$ cat config.mk
export PLATFORM = sky130hd
export DESIGN_NAME = bpa_seq
export DESIGN_NICKNAME = d
export VERILOG_FILES = /design/src/design/bpa_pkg.sv /design/src/design/bpa_ucode_rom.sv /design/src/design/bpa_seq.sv
export SDC_FILE = /design/constraint.sdc
export NUM_CORES = 1
export LEC_CHECK = 0
export ABC_AREA = 1
export BUFFER_PORTS_ARGS = -buffer_cell sky130_fd_sc_hd__buf_2
export CELL_PAD_IN_SITES_DETAIL_PLACEMENT = 0
export CELL_PAD_IN_SITES_GLOBAL_PLACEMENT = 1
export CORE_MARGIN = 2
export CORE_UTILIZATION = 31
export DETAILED_ROUTE_END_ITERATION = 8
export GPL_TIMING_DRIVEN = 1
export PLACE_DENSITY = 0.87
export REMOVE_ABC_BUFFERS = 1
export SLEW_MARGIN = 20
export SYNTH_ARGS = -nofsm -noshare
export SYNTH_HDL_FRONTEND = slang
export SYNTH_SLANG_ARGS = --single-unit
$ cat constraint.sdc
create_clock -name clock -period 3.1 [get_ports clock]
set_input_delay 0 -clock clock [delete_from_list [all_inputs] [get_ports clock]]
set_output_delay 0 -clock clock [all_outputs]
set_load 0.005 [all_outputs]
$ cat src/design/bpa_pkg.sv
// ----------------------------------------------------------------------------
// bpa_pkg
// shared constants, codes and control types of the bitmap page allocator
// ----------------------------------------------------------------------------
package bpa_pkg;

   localparam int NUM_PAGES  = 4096;
   localparam int PAGE_BYTES = 4096;
   localparam int ADDR_W     = $clog2(NUM_PAGES);
   localparam int PTR_W      = ADDR_W + 1;
   localparam int SIZE_W     = 25;
   localparam int PAGE_SHIFT = $clog2(PAGE_BYTES);
   localparam int CNT_W      = SIZE_W - PAGE_SHIFT + 1;
   localparam int END_W      = ((ADDR_W > CNT_W) ? ADDR_W : CNT_W) + 1;
   localparam int MODE_W     = 2;
   localparam int REQ_DATA_W = 40;
   localparam int RSP_DATA_W = 16;

   typedef enum logic [MODE_W-1:0] {
      MODE_ALLOC   = 2'd0,
      MODE_FREE    = 2'd1,
      MODE_RESERVE = 2'd2,
      MODE_NONE    = 2'd3
   } mode_type;

   typedef enum logic [2:0] {
      ST_CLEAR,
      ST_IDLE,
      ST_SCAN,
      ST_CHECK,
      ST_MARK,
      ST_RESP
   } step_type;

   typedef enum logic [2:0] {
      ACT_CLEAR,
      ACT_IDLE,
      ACT_SCAN,
      ACT_SETUP,
      ACT_MARK,
      ACT_RESP
   } act_type;

   typedef enum logic [2:0] {
      C_CLR_DONE,
      C_ACCEPT,
      C_SCAN_DONE,
      C_NOT_FOUND,
      C_MARK_DONE,
      C_OUT_FREE
   } cond_type;

   typedef struct packed {
      act_type  act;
      cond_type cond;
      step_type target;
      logic     hold;
      logic     dispatch;
   } ctrl_type;

   typedef struct packed {
      logic     clr_done;
      logic     accept;
      logic     scan_done;
      logic     not_found;
      logic     mark_done;
      logic     out_free;
      mode_type mode;
   } status_type;

endpackage

$ cat src/design/bpa_ucode_rom.sv
// ----------------------------------------------------------------------------
// bpa_ucode_rom
// control store: one control word per sequencer step
// ----------------------------------------------------------------------------
module bpa_ucode_rom (
   input  bpa_pkg::step_type step,
   output bpa_pkg::ctrl_type ctrl
);

   always_comb begin
      case (step)
         bpa_pkg::ST_CLEAR: begin
            ctrl = '{bpa_pkg::ACT_CLEAR, bpa_pkg::C_CLR_DONE, bpa_pkg::ST_IDLE, 1'b1, 1'b0};
         end
         bpa_pkg::ST_IDLE: begin
            ctrl = '{bpa_pkg::ACT_IDLE, bpa_pkg::C_ACCEPT, bpa_pkg::ST_IDLE, 1'b1, 1'b1};
         end
         bpa_pkg::ST_SCAN: begin
            ctrl = '{bpa_pkg::ACT_SCAN, bpa_pkg::C_SCAN_DONE, bpa_pkg::ST_CHECK, 1'b1, 1'b0};
         end
         bpa_pkg::ST_CHECK: begin
            ctrl = '{bpa_pkg::ACT_SETUP, bpa_pkg::C_NOT_FOUND, bpa_pkg::ST_RESP, 1'b0, 1'b0};
         end
         bpa_pkg::ST_MARK: begin
            ctrl = '{bpa_pkg::ACT_MARK, bpa_pkg::C_MARK_DONE, bpa_pkg::ST_RESP, 1'b1, 1'b0};
         end
         bpa_pkg::ST_RESP: begin
            ctrl = '{bpa_pkg::ACT_RESP, bpa_pkg::C_OUT_FREE, bpa_pkg::ST_IDLE, 1'b1, 1'b0};
         end
         default: begin
            ctrl = '{bpa_pkg::ACT_IDLE, bpa_pkg::C_ACCEPT, bpa_pkg::ST_IDLE, 1'b1, 1'b1};
         end
      endcase
   end

endmodule

$ cat src/design/bpa_seq.sv
// ----------------------------------------------------------------------------
// bpa_seq
// step counter with conditional jumps and mode dispatch over the control store
// ----------------------------------------------------------------------------
module bpa_seq (
   input  logic                clock,
   input  logic                reset,
   input  bpa_pkg::status_type status,
   output bpa_pkg::ctrl_type   ctrl,
   output bpa_pkg::step_type   step
);

   bpa_pkg::step_type step_ff;
   bpa_pkg::step_type step_in;
   bpa_pkg::step_type dispatch_step;
   logic              cond_hit;

   bpa_ucode_rom u_rom (
      .step (step_ff),
      .ctrl (ctrl)
   );

   always_comb begin
      case (ctrl.cond)
         bpa_pkg::C_CLR_DONE:  cond_hit = status.clr_done;
         bpa_pkg::C_ACCEPT:    cond_hit = status.accept;
         bpa_pkg::C_SCAN_DONE: cond_hit = status.scan_done;
         bpa_pkg::C_NOT_FOUND: cond_hit = status.not_found;
         bpa_pkg::C_MARK_DONE: cond_hit = status.mark_done;
         bpa_pkg::C_OUT_FREE:  cond_hit = status.out_free;
         default:              cond_hit = 1'b0;
      endcase
   end

   always_comb begin
      case (status.mode)
         bpa_pkg::MODE_ALLOC:   dispatch_step = bpa_pkg::ST_SCAN;
         bpa_pkg::MODE_FREE,
         bpa_pkg::MODE_RESERVE: dispatch_step = bpa_pkg::ST_MARK;
         default:               dispatch_step = bpa_pkg::ST_RESP;
      endcase
   end

   always_comb begin
      if (cond_hit) begin
         step_in = ctrl.dispatch ? dispatch_step : ctrl.target;
      end else if (ctrl.hold) begin
         step_in = step_ff;
      end else begin
         step_in = bpa_pkg::step_type'(step_ff + 3'd1);
      end
   end

   always_ff @(posedge clock) begin
      if (reset) begin
         step_ff <= bpa_pkg::ST_CLEAR;
      end else begin
         step_ff <= step_in;
      end
   end

   assign step = step_ff;

endmodule

==> results of run 1 <==
==> cell usage in the layout, fill, tap and decap left out <==
master,netlist,final
buf_2,0,22
nand2_1,14,14
nand3_1,8,8
inv_1,7,7
ha_1,5,5
nand2_4,4,4
a21oi_1,4,4
nand2_2,3,3
nor2_1,3,3
clkbuf_4,0,3
dfxtp_1,3,3
inv_2,2,2
o21ai_1,2,2
o21ai_0,2,2
nand4_1,2,2
clkinv_2,1,1
nand4_2,1,1
and2_4,1,1
o21ai_4,1,1
nand3_2,1,1
a21oi_2,1,1
xor2_1,1,1
or2_2,1,1
or2_1,1,1
conb_1,1,1
clkbuf_1,0,1
dlygate4sd3_1,0,1
==> power breakdown <==
group	internal [mW]	total, mW	switching [mW]
sequential	0.0535	0.0742	0.0206
combinational	0.186	0.456	0.270
clock	0.0483	0.0687	0.0204
==> how the worst max path moves through the flow <==
stage,endpoint,slack (ps),depth (start not counted)
6_report,step[2],1210,10
5_1_grt,step[2],1010,9
4_1_cts,step[2],1190,10
3_5_place_dp,step[2],1210,10
3_3_place_gp,step[2],1250,10
2_1_floorplan,step[2],1400,10
==> layout make-up <==
| type | instances | area [µm²] |
|---|---|---|
| Clock buffer | 4 | 26.3 |
| Fill cell | 184 | 877 |
| Inverter | 10 | 38.8 |
| Sequential cell | 3 | 60.1 |
| Timing Repair Buffer | 23 | 120 |
| Tap cell | 16 | 20.0 |
| Multi-Input combinational cell | 56 | 364 |
==> layer usage <==
layer | GRT usage | vias to the layer above
met5 | 0 | -
met4 | 0.0727 | 0
met3 | 0.0167 | 2
met2 | 0.200 | 18
met1 | 0.147 | 232
li1 | - | 276
==> per-stage QoR <==
stage	power, mW	std cells	area (µm²)	hold WS, ps	util
3_3_place_gp	0.529	107	593	189	0.394
6_report	0.599	112	629	135	0.418
2_1_floorplan	0.403	69	463	69.1	-
4_1_cts	0.611	112	629	128	0.418
3_5_place_dp	0.535	107	593	190	0.394
5_1_grt	0.670	112	629	178	0.418
==> repair_timing <==
item                      4_1_cts  5_1_grt
resized for setup               0        0
hold endpoints to repair        3        0
hold buffers                    1        0
==> critical path: cells and delay by family, from the launching register on <==
kind | cells | cell delay, ps
fa+ha+maj | 1 | 210
flops | 1 | 440
buf+inv | 1 | 120
simple gates | 5 | 430
compound gates | 3 | 600
==> cells by family after synthesis <==
group | Yosys count | share of synthesized area
xor+xnor | 1 | 0.0178
simple gates | 39 | 0.454
compound gates | 10 | 0.132
fa+ha+maj | 5 | 0.127
buf+inv | 14 | 0.140
other cells | 1 | 0.00761
flops | 3 | 0.122
==> flow_metrics.env, run 1 <==
export IMPL_hpwl_um=909
export IMPL_htree_levels=1
export IMPL_port_buffers=22
export IMPL_cts_num_sinks=3
export IMPL_netlist_instances=73
export IMPL_numCtsBuffers=3
export IMPL_async_flop_share=0
export IMPL_syn2layout_area_growth_pct=27.7
export IMPL_min_delay_path_depth=5
export IMPL_grt_pass1_vias=457
export IMPL_initial_core_util=0.327
export IMPL_avgSynthCellArea_um2=6.75
export IMPL_nNetsFinal=112
export IMPL_fin_crit_sh=0.609
export IMPL_fin_worst_skew_ps=1.62
export IMPL_vias_per_cell=4.71
export IMPL_ir_worst_vdd_v=0.000361
export IMPL_largest_reg_flops=3
export IMPL_synth_top_area_frac=0.127
export IMPL_cts_setup_buffers=0
export IMPL_grt_pass1_wl_um=1760
export IMPL_ys_seq_area_frac=0.122
export IMPL_arrival_ps=2010
export IMPL_num_vias=528
export IMPL_cts_buffer_depth=2
export IMPL_grt_usage=0.121
export IMPL_yosysTopAreaCell="ha_1"
export IMPL_die_w_um=43.9
export IMPL_dieArea_mm2=0.00193
export IMPL_worstPathCellList="inv_1 > ha_1 > o21ai_1 > nor2_1 > o21ai_1 > nand2_2 > nand2_4 > nand2_1 > nand2_1 > a21oi_1"
export IMPL_reg2regPathDepth=10
export IMPL_synthDistinctLibCells=24
export IMPL_synth_edf_count=0
export IMPL_hold_viol=0
export IMPL_cts_root_buf="clkbuf_4"
export IMPL_r2r_end="step[2]"
export IMPL_reg2reg_from="step[1]"
export IMPL_routed_wl_met3_um=67
export IMPL_grt_antenna_before_repair=0
export IMPL_rsz0062_at_grt="false"
export IMPL_crit_start="step[1]"
export IMPL_criticalPathCategory="reg -> reg"
export IMPL_setup_ws_ps=1210
export IMPL_drtIter0Drc=0
export IMPL_place_congestion=0.732
export IMPL_overflow=0
export IMPL_drtPass1Iterations=1
export IMPL_wl_um=1100
export IMPL_reg2reg_slack_ps=1210
export IMPL_syn_area_um2=493
export IMPL_cap_violations=0
export IMPL_min_period_ps=1890
export IMPL_max_stage_delay_ps=440
export IMPL_wl_met1_um=484
export IMPL_routedWlPerCell_um=9.85
export IMPL_antenna_left=0
export IMPL_cp_end_kind="register"
export IMPL_drive_above_1_share=0.427
export IMPL_cp_start_kind="register"
export IMPL_rows=14
export IMPL_grt_max_degree=8
export IMPL_route_top_layer_used="met4"
export IMPL_cp_max_fo=7
export IMPL_drc=0
export IMPL_ios=24
export IMPL_setup_viol=0
export IMPL_status="complete, no violations"
export IMPL_crit_slowest_cell="dfxtp_1"
export IMPL_diodes=0
export IMPL_clk_pin_slew_worst_paths_ps=40
export IMPL_insertion_delay_ps=230
export IMPL_setup_tns_ps=0
export IMPL_crit_required_ps=3220
export IMPL_holdPathEnd="step[0]"
export IMPL_ys_flop_type="dfxtp_1"
export IMPL_cts_tree="done"
export IMPL_p_leak_nw=0.354
export IMPL_ys_ff_latch=3
export IMPL_synth_most_common_cell="nand2_1"
export IMPL_p_per_area_mw_per_mm2=952
export IMPL_synth_common_cells="14 x nand2_1, 8 x nand3_1, 7 x inv_1"
export IMPL_hold_path_class="in -> reg"
export IMPL_die_h_um=43.9
export IMPL_post_place_ws_ps=1210
export IMPL_core_area_mm2=0.00151
export IMPL_max_freq_ghz=0.530
export IMPL_slew_viol_final=0
export IMPL_yosys_warnings=0
export IMPL_dr_wl_met2_um=536
export IMPL_ys_top_cells_by_area="ha_1 13%, dfxtp_1 12%, nand2_1 11%"
export IMPL_min_from="status[1]"
No activity file was read; power rests on OpenSTA's default activity.
==> run 2: changes to the inputs <==
--- a/config.mk
+++ b/config.mk
@@ -10,10 +10,10 @@
 export CELL_PAD_IN_SITES_DETAIL_PLACEMENT = 0
 export CELL_PAD_IN_SITES_GLOBAL_PLACEMENT = 1
 export CORE_MARGIN = 2
-export CORE_UTILIZATION = 31
+export CORE_UTILIZATION = 26
 export DETAILED_ROUTE_END_ITERATION = 8
 export GPL_TIMING_DRIVEN = 1
-export PLACE_DENSITY = 0.87
+export PLACE_DENSITY = 0.79
 export REMOVE_ABC_BUFFERS = 1
 export SLEW_MARGIN = 20
 export SYNTH_ARGS = -nofsm -noshare
==> constraint.sdc (replaced) <==
create_clock -name clock -period 1.6 [get_ports clock]
set_input_delay 0 -clock clock [delete_from_list [all_inputs] [get_ports clock]]
set_output_delay 0 -clock clock [all_outputs]
set_load 0.005 [all_outputs]
==> run 2 against run 1 <==
Effect of this change:
- first-iteration DRC count is 12 higher
- wire length is 14% higher
- global-route usage is 0.067 points higher
- via count is 9.8% higher
- clock-buffer cell count stayed put
- flip-flop and latch count stayed put
- clock skew hardly changed
- core utilization is 6.4 points higher
- total power grew to 2.6 times the previous value
- critical path depth is 3 higher
- cell area is 35% higher
==> flow_metrics.env, run 2 (same netlist as run 1, synthesis figures left out) <==
export IMPL_max_freq_ghz=0.632
export IMPL_drtPass1Iterations=4
export IMPL_pwr_share_seq=0.101
export IMPL_status="complete, no violations"
export IMPL_hpwl_um=1020
export IMPL_grt_max_degree=7
export IMPL_grtUsageMet3=0.0113
export IMPL_cap_violations=0
export IMPL_arrival_ps=1750
export IMPL_dpl_cell_area_um2=694
export IMPL_cts_setup_buffers=0
export IMPL_ios=24
export IMPL_cp_buffers_inverters=1
export IMPL_finalNonFillerCells=133
export IMPL_rsz0062_at_grt="true"
export IMPL_cts_tree="done"
export IMPL_place_congestion=0.761
export IMPL_grt_pass1_wl_um=1960
export IMPL_intPower_mw=0.793
export IMPL_switching_share=0.483
export IMPL_drive_above_1_share=0.639
export IMPL_cts_num_sinks=3
export IMPL_max_stage_delay_ps=360
export IMPL_met1_usage=0.134
export IMPL_power_share_clock=0.087
export IMPL_nNetsFinal=124
export IMPL_fin_crit_sh=0.989
export IMPL_ir_worst_vdd_v=0.000776
export IMPL_cts_buffer_depth=2
export IMPL_min_period_ps=1580
export IMPL_grt_pass1_vias=513
export IMPL_dieArea_mm2=0.00226
export IMPL_p_per_area_mw_per_mm2=1800
export IMPL_slew_viol_final=0
export IMPL_rows=15
export IMPL_num_vias=580
export IMPL_fin_area_um2=851
export IMPL_crit_slowest_cell="dfxtp_4"
export IMPL_p_comb_frac=0.812
export IMPL_busiest_layer="met2"
export IMPL_syn2layout_area_growth_pct=72.6
export IMPL_worstPathCellList="ha_4 > ha_4 > clkinv_4 > nand2_4 > o21ai_4 > nand2_2 > nand3_2 > nand2_2 > nand2_4 > nand2_4 > nand2_2 > nand2_2 > a21oi_2"
export IMPL_antenna_left=0
export IMPL_largest_reg_flops=3
export IMPL_core_area_mm2=0.00176
export IMPL_drtIter0Drc=12
export IMPL_routedWlPerCell_um=9.45
export IMPL_clk_pin_slew_worst_paths_ps=40
export IMPL_placed_cells=128
export IMPL_htree_levels=1
export IMPL_cp_start_kind="register"
export IMPL_cp_max_fo=6
export IMPL_p_leak_nw=0.433
export IMPL_diodes=0
export IMPL_die_h_um=47.5
export IMPL_insertion_delay_ps=230
export IMPL_vias_per_cell=4.36
export IMPL_initial_core_util=0.279
export IMPL_p_switching_mw=0.741
export IMPL_crit_required_ps=1760
export IMPL_cp_end_kind="register"
export IMPL_grt_antenna_before_repair=0
export IMPL_critical_path_top_delay_family="simple AND/OR/NAND/NOR gates"
export IMPL_numCtsBuffers=3
export IMPL_die_w_um=47.5
export IMPL_mostFrequentLayoutCells="22 x buf_2, 11 x buf_4, 10 x nand2_1"
export IMPL_hold_viol=0
export IMPL_cts_root_buf="clkbuf_4"
export IMPL_hold_path_class="in -> reg"
export IMPL_overflow=0
export IMPL_wl_um=1260
export IMPL_layout_commonest_cell="buf_2"
export IMPL_fin_worst_skew_ps=1.48
export IMPL_drc=0
export IMPL_met2_usage=0.227
export IMPL_setup_viol=0
export IMPL_port_buffers=22
export IMPL_holdWs_ps=136
export IMPL_crit_top_cell="nand2_2"
export IMPL_criticalPathCategory="reg -> reg"
export IMPL_grt_usage=0.122
-- run 2: cell types whose count changed in the layout (fill, tap and decap cells not counted), moves of 3 or more --
cell | before | now
buf_4 | 0 | 11
ha_4 | 0 | 5
nand2_1 | 14 | 10
nand2_2 | 3 | 6
ha_1 | 5 | 0
-- run 2: cell type report --
class	count	area (µm²)
clock buffer	4	26.3
fill	207	913
inverter	10	47.5
multi-input combinational	56	464
sequential	3	67.6
tap	25	31.3
timing repair buffer	35	214
-- run 2: what timing repair did --
action	in CTS	in global routing
setup endpoints to repair	5	3
resized for setup	20	9
endpoints found under the hold margin	3	0
pin swaps	8	9
hold buffers	1	0
-- run 2: layer usage --
metal / share of wire / vias up
li1: - / 304
met1: 0.43 / 256
met2: 0.50 / 18
met3: 0.053 / 2
met4: 0.015 / 0
met5: 0 / -
-- run 2: worst paths after layout --
path	startpoint	to	slack, ps	cells after the start
setup / recovery	step[0]	step[1]	20	13
hold reg to reg	step[2]	step[2]	670	3
setup reg to reg	step[0]	step[1]	20	13
hold / removal	status[1]	step[0]	140	5
-- run 2: per-stage QoR --
step	util	setup TNS, ps	setup slack, ps	total power [mW]
2_1_floorplan	-	-267	-105	0.781
3_3_place_gp	0.394	-232	-93.4	1.20
3_5_place_dp	0.394	-358	-135	1.21
4_1_cts	0.460	-87.0	-43.5	1.46
5_1_grt	0.482	-181	-77.1	1.69
6_report	0.482	0	17.8	1.53
-- run 2: power groups by stage --
| stage | Sequential, mW | Combinational [mW] | Clock [mW] |
|---|---|---|---|
| 2_1_floorplan | 0.140 | 0.641 | 0 |
| 3_5_place_dp | 0.130 | 1.08 | 0 |
| 6_report | 0.155 | 1.24 | 0.134 |
| 3_3_place_gp | 0.130 | 1.07 | 0 |
| 4_1_cts | 0.147 | 1.17 | 0.139 |
| 5_1_grt | 0.161 | 1.38 | 0.145 |
-- run 2: worst register-to-register path, delay by kind of cell, from the launching register on --
kind | cells | cell delay, ps
and+or+nand+nor | 8 | 520
adders and majority gates | 2 | 330
DFF | 1 | 360
buffers and inverters | 1 | 60
AOI/OAI and AO/OA | 2 | 240
